--- src/hdl/assert_macros.svh ---
// ----------------------------------------------------------------------------
// Assertion macros
// Shared concurrent assertion forms for the evaluator.
// ----------------------------------------------------------------------------
`ifndef ASSERT_MACROS_SVH
`define ASSERT_MACROS_SVH

// Property checked at every rising edge outside reset.
`define ASSERT_PROP(label, clk, rst_n, prop, msg) \
    label: assert property (@(posedge clk) disable iff (!rst_n) prop) else $error(msg);

// Condition that must never hold outside reset.
`define ASSERT_NEVER(label, clk, rst_n, cond, msg) \
    `ASSERT_PROP(label, clk, rst_n, !(cond), msg)

`endif

--- src/hdl/rpn_pkg.sv ---
// ----------------------------------------------------------------------------
// RPN evaluator package
// Request and status codes, Q16.16 limits and controller/datapath links.
// ----------------------------------------------------------------------------
package rpn_pkg;

    typedef logic [2:0] t_req;

    localparam t_req REQ_PUSH  = 3'd0;
    localparam t_req REQ_ADD   = 3'd1;
    localparam t_req REQ_SUB   = 3'd2;
    localparam t_req REQ_MUL   = 3'd3;
    localparam t_req REQ_DIV   = 3'd4;
    localparam t_req REQ_PRINT = 3'd5;

    typedef logic [2:0] t_status;

    localparam t_status ST_OK      = 3'd0;
    localparam t_status ST_FULL    = 3'd1;
    localparam t_status ST_EMPTY   = 3'd2;
    localparam t_status ST_ZDIV    = 3'd3;
    localparam t_status ST_UNKNOWN = 3'd4;

    localparam logic [31:0] Q_MAX = 32'h7FFF_FFFF;
    localparam logic [31:0] Q_MIN = 32'h8000_0000;

    localparam logic [5:0] DIV_STEPS = 6'd32;

    typedef struct packed {
        logic load;
        logic unknown;
        logic pop;
        logic take_a;
        logic take_b;
        logic mul;
        logic div_start;
        logic zdiv;
        logic push;
        t_req sel;
        logic print;
        logic finish;
    } t_cmd;

    typedef struct packed {
        logic b_zero;
        logic div_done;
        logic out_free;
    } t_sts;

endpackage

--- src/hdl/rpn_ctrl.sv ---
// ----------------------------------------------------------------------------
// RPN controller
// Sequences pops, arithmetic, push and result transfer for one token.
// ----------------------------------------------------------------------------
module rpn_ctrl
    import rpn_pkg::*;
(
    input  logic i_clk,
    input  logic i_rst_n,
    input  logic i_in_valid,
    input  t_req i_req_type,
    output logic o_in_stall,
    output t_cmd o_cmd,
    input  t_sts i_sts
);

    typedef enum logic [3:0] {
        S_IDLE,
        S_POPB,
        S_GETB,
        S_POPA,
        S_GETA,
        S_MUL,
        S_DIV_GO,
        S_DIV_WAIT,
        S_PUSH,
        S_DONE
    } t_state;

    t_state r_state;
    t_state n_state;
    t_req   r_req;
    logic   w_accept;

    assign w_accept   = i_in_valid && (r_state == S_IDLE);
    assign o_in_stall = (r_state != S_IDLE);

    always_comb begin
        o_cmd     = '0;
        o_cmd.sel = r_req;
        n_state   = r_state;
        unique case (r_state)
            S_IDLE: begin
                o_cmd.load    = w_accept;
                o_cmd.unknown = (i_req_type > REQ_PRINT);
                if (w_accept) begin
                    case (i_req_type) inside
                        REQ_PUSH: n_state = S_PUSH;
                        REQ_ADD, REQ_SUB, REQ_MUL, REQ_DIV, REQ_PRINT: n_state = S_POPB;
                        default: n_state = S_DONE;
                    endcase
                end
            end
            S_POPB: begin
                o_cmd.pop = 1'b1;
                n_state   = S_GETB;
            end
            S_GETB: begin
                o_cmd.take_b = 1'b1;
                if (r_req == REQ_PRINT) begin
                    n_state = S_DONE;
                end else if ((r_req == REQ_DIV) && i_sts.b_zero) begin
                    o_cmd.zdiv = 1'b1;
                    n_state    = S_DONE;
                end else begin
                    n_state = S_POPA;
                end
            end
            S_POPA: begin
                o_cmd.pop = 1'b1;
                n_state   = S_GETA;
            end
            S_GETA: begin
                o_cmd.take_a = 1'b1;
                if (r_req == REQ_MUL) begin
                    n_state = S_MUL;
                end else if (r_req == REQ_DIV) begin
                    n_state = S_DIV_GO;
                end else begin
                    n_state = S_PUSH;
                end
            end
            S_MUL: begin
                o_cmd.mul = 1'b1;
                n_state   = S_PUSH;
            end
            S_DIV_GO: begin
                o_cmd.div_start = 1'b1;
                n_state         = S_DIV_WAIT;
            end
            S_DIV_WAIT: begin
                if (i_sts.div_done) begin
                    n_state = S_PUSH;
                end
            end
            S_PUSH: begin
                o_cmd.push = 1'b1;
                n_state    = S_DONE;
            end
            S_DONE: begin
                o_cmd.print  = (r_req == REQ_PRINT);
                o_cmd.finish = i_sts.out_free;
                if (i_sts.out_free) begin
                    n_state = S_IDLE;
                end
            end
            default: n_state = S_IDLE;
        endcase
    end

    always_ff @(posedge i_clk) begin
        if (!i_rst_n) begin
            r_state <= S_IDLE;
            r_req   <= REQ_PUSH;
        end else begin
            r_state <= n_state;
            if (w_accept) begin
                r_req <= i_req_type;
            end
        end
    end

endmodule

--- config.mk ---
export PLATFORM = sky130hd
export DESIGN_NAME = rpn_ctrl
export DESIGN_NICKNAME = d
export VERILOG_FILES = /design/src/hdl/assert_macros.svh /design/src/hdl/rpn_pkg.sv /design/src/hdl/rpn_ctrl.sv
export SDC_FILE = /design/constraint.sdc
export NUM_CORES = 1
export LEC_CHECK = 0
export BUFFER_PORTS_ARGS = -buffer_cell sky130_fd_sc_hd__buf_2
export CAP_MARGIN = 0
export CORE_AREA = 2 2 39 41
export DETAILED_ROUTE_END_ITERATION = 8
export DIE_AREA = 0 0 41 43
export GPL_ROUTABILITY_DRIVEN = 0
export PLACE_DENSITY = 0.78
export SYNTH_ARGS = -nofsm -noshare
export SYNTH_HDL_FRONTEND = slang
export SYNTH_SLANG_ARGS = --single-unit
--- constraint.sdc ---
create_clock -name i_clk -period 2.8 [get_ports i_clk]
set_input_delay 0.42 -clock i_clk [delete_from_list [all_inputs] [get_ports i_clk]]
set_output_delay 0.42 -clock i_clk [all_outputs]
set_load 0.02 [all_outputs]
==> flow_summary.ini <==
[outcome]
status = finished, final reports clean

[finish]
layout.nets = 112
area_growth_pct = 21.1
layout-drive-gt1-share = 0.284
antenna_cells = 0
utilization = 0.514

[setup_path]
cp.arrival_ns = 1.77
path_cells = nand2b_1, nor3_1, and4b_2, buf_2
crit_required_ns = 2.38
reg2reg_depth = 4
crit_path_start_kind = register
path_max_fanout = 17
slowest_delay_ns = 0.61
critPathKind = register to primary output
cp-end-kind = primary output
cpMaxStageDelayCell = dfxtp_1

[route]
vias_per_cell = 5.67
drtIter0Drc = 27
wl_mm = 1.40
drt-wirelength-per-cell_um = 11.8
drc = 0
final_antenna_net_count = 0
route.vias.total = 669
first_pass_iters = 4

[synthesis]
yosys_warnings = 0
seq_area_frac_synth = 0.238
synthesis.nets = 90
synth-seq-cells = 7
ys_types = 29
syn-instance-count = 81
avgSynthCellArea_um2 = 7.26
synth_area_um2 = 588

[floorplanning]
rows = 14
start_util = 0.425
io_pins = 24
die_w_um = 41
die_height_um = 43
core-area_um2 = 1380
die_area_um2 = 1760

[cts]
cts_hold_repair.buffers = 0
clk_pin_slew_ns = 0.05
h-tree-depth = 1
postCtsSetupBuffers = 0
clock_path_buffers = 2
root_buffer = clkbuf_4
clk_latency_ns = 0.24
cts_tree = built
clock-sinks = 7
cts_resized = 0
cts_buffers = 3

[pwr]
leakage_nw = 0.347
cellPowerDensity_nw_per_um2 = 889
ir_worst_vdd_uv = 374
power.total_uw = 633

[placement]
port-buffer-count = 23
dpl_worst_slack_ns = 0.893
dp_hpwl_mm = 1.10

[sta]
fin_setup_tns_ns = 0
tightest_slew_ns = 0.477
timing.slew.headroom = 0.682
fin_skew_ns = 0.00365
finalWorstSetupSlack_ns = 0.610
fmax_mhz = 457
fin_crit_sh = 0.782
setup_viol = 0
report.final.slew_viol_count = 0
final_hold_viol_count = 0
min_period_ns = 2.19
rsz0062_at_grt = false

[global_route]
gr-total-overflow = 0
track_usage = 0.192
grt_pass1_wl_mm = 2.41
grt_pass1_vias = 560
antenna_found_initial = 0
grt_max_degree = 18

[run]
cap_violations = 0

[hold_path]
hold_depth = 3
hp-class = input pin to register
[flip-flops by register name (all words and copies together), names as in the netlist]
signal	count
r_req	3
r_state	4
[where the power goes]
part | internal [mW] | total (mW) | leakage, nW | switching, mW
clock network | 0.0540 | 0.0854 | 0.0150 | 0.0314
logic | 0.137 | 0.340 | 0.275 | 0.202
registers | 0.129 | 0.208 | 0.0574 | 0.0788
[Yosys cell counts (all sizes together)]
library cell	number	area share
mux2i	3	0.051
dfxtp	7	0.24
nand2b	2	0.021
a21boi	2	0.026
and4b	1	0.019
inv	4	0.026
nor2b	5	0.053
nand3b	1	0.013
o2111ai	2	0.030
o21ai	5	0.043
a32o	1	0.017
o2bb2ai	2	0.030
a22oi	2	0.026
nand3	3	0.026
nor2	7	0.045
o311a	1	0.017
and3	1	0.013
nor4	2	0.021
o22ai	1	0.011
a21oi	4	0.034
nand2	8	0.051
buf	6	0.064
o31a	1	0.015
nor3	7	0.068
or3b	1	0.015
and3b	2	0.030
[cells by family after synthesis]
kind of cell    share of synthesized area
mux                                0.0511
simple gates                        0.374
flops                               0.238
compound gates                      0.247
buf+inv                            0.0893
[stage by stage]
step | cells | area, um^2 | hold slack (ns)
after detailed placement | 114 | 686 | 0.556
after CTS | 118 | 712 | 0.469
after floorplan | 81 | 588 | 0.548
final | 118 | 712 | 0.481
after global placement | 114 | 686 | 0.557
after global routing | 118 | 712 | 0.490
[critical path: cells and delay by family, from the launching register on]
kind	cells	cell delay (ns)
flip-flops	1	0.61
buffers and inverters	1	0.16
AND/OR/NAND/NOR	3	0.77
[routing by layer]
metal  up-vias  global-route usage  part of all wire
met5         -                   0                 0
met4         0              0.0867                 0
met3         0              0.0262             0.080
met2        29               0.238              0.47
met1       302               0.313              0.45
li1        338                   -                 -
[path summary, 6_finish.rpt]
| check | from | slack, ns | to |
|---|---|---|---|
| worst max-delay path | r_state[1]$_SDFFE_PN0P_ | 0.61 | o_cmd[6] |
| worst max register to register | r_state[2]$_SDFFE_PN0P_ | 1.34 | r_state[3]$_SDFFE_PN0P_ |
| worst min-delay path | i_req_type[0] | 0.48 | r_req[0]$_SDFFE_PN0P_ |
| worst min register to register | r_req[2]$_SDFFE_PN0P_ | 0.56 | r_req[2]$_SDFFE_PN0P_ |
[placed cells by master (no fill, tap or decap)]
cell type,synthesis,routed
a21boi_0,2,2
a21oi_1,4,4
a22oi_1,2,2
a32o_1,1,1
and3_2,1,1
and3b_1,2,2
and4b_2,1,1
buf_2,3,23
clkbuf_1,0,1
clkbuf_4,0,3
dfxtp_1,7,7
inv_1,4,4
mux2i_1,3,3
nand2_1,8,8
nand2b_1,2,2
nand3_1,3,3
nand3b_1,1,1
nor2_1,7,7
nor2b_1,5,5
nor3_1,6,6
nor3_2,1,1
nor4_1,2,2
o2111ai_1,2,2
o21ai_0,4,4
o21ai_1,1,1
o22ai_1,1,1
o2bb2ai_1,2,2
o311a_1,1,1
o31a_1,1,1
or3b_1,1,1
[area by class of cell]
| class | count | area, um^2 |
|---|---|---|
| inverters | 4 | 15.0 |
| multi-input cells | 64 | 395 |
| repair buffers | 23 | 115 |
| fillers | 137 | 672 |
| flip-flops and latches | 7 | 140 |
| well taps | 16 | 20.0 |
| clock buffers | 4 | 26.3 |
Note: power is estimated with default switching activity, not from simulation.
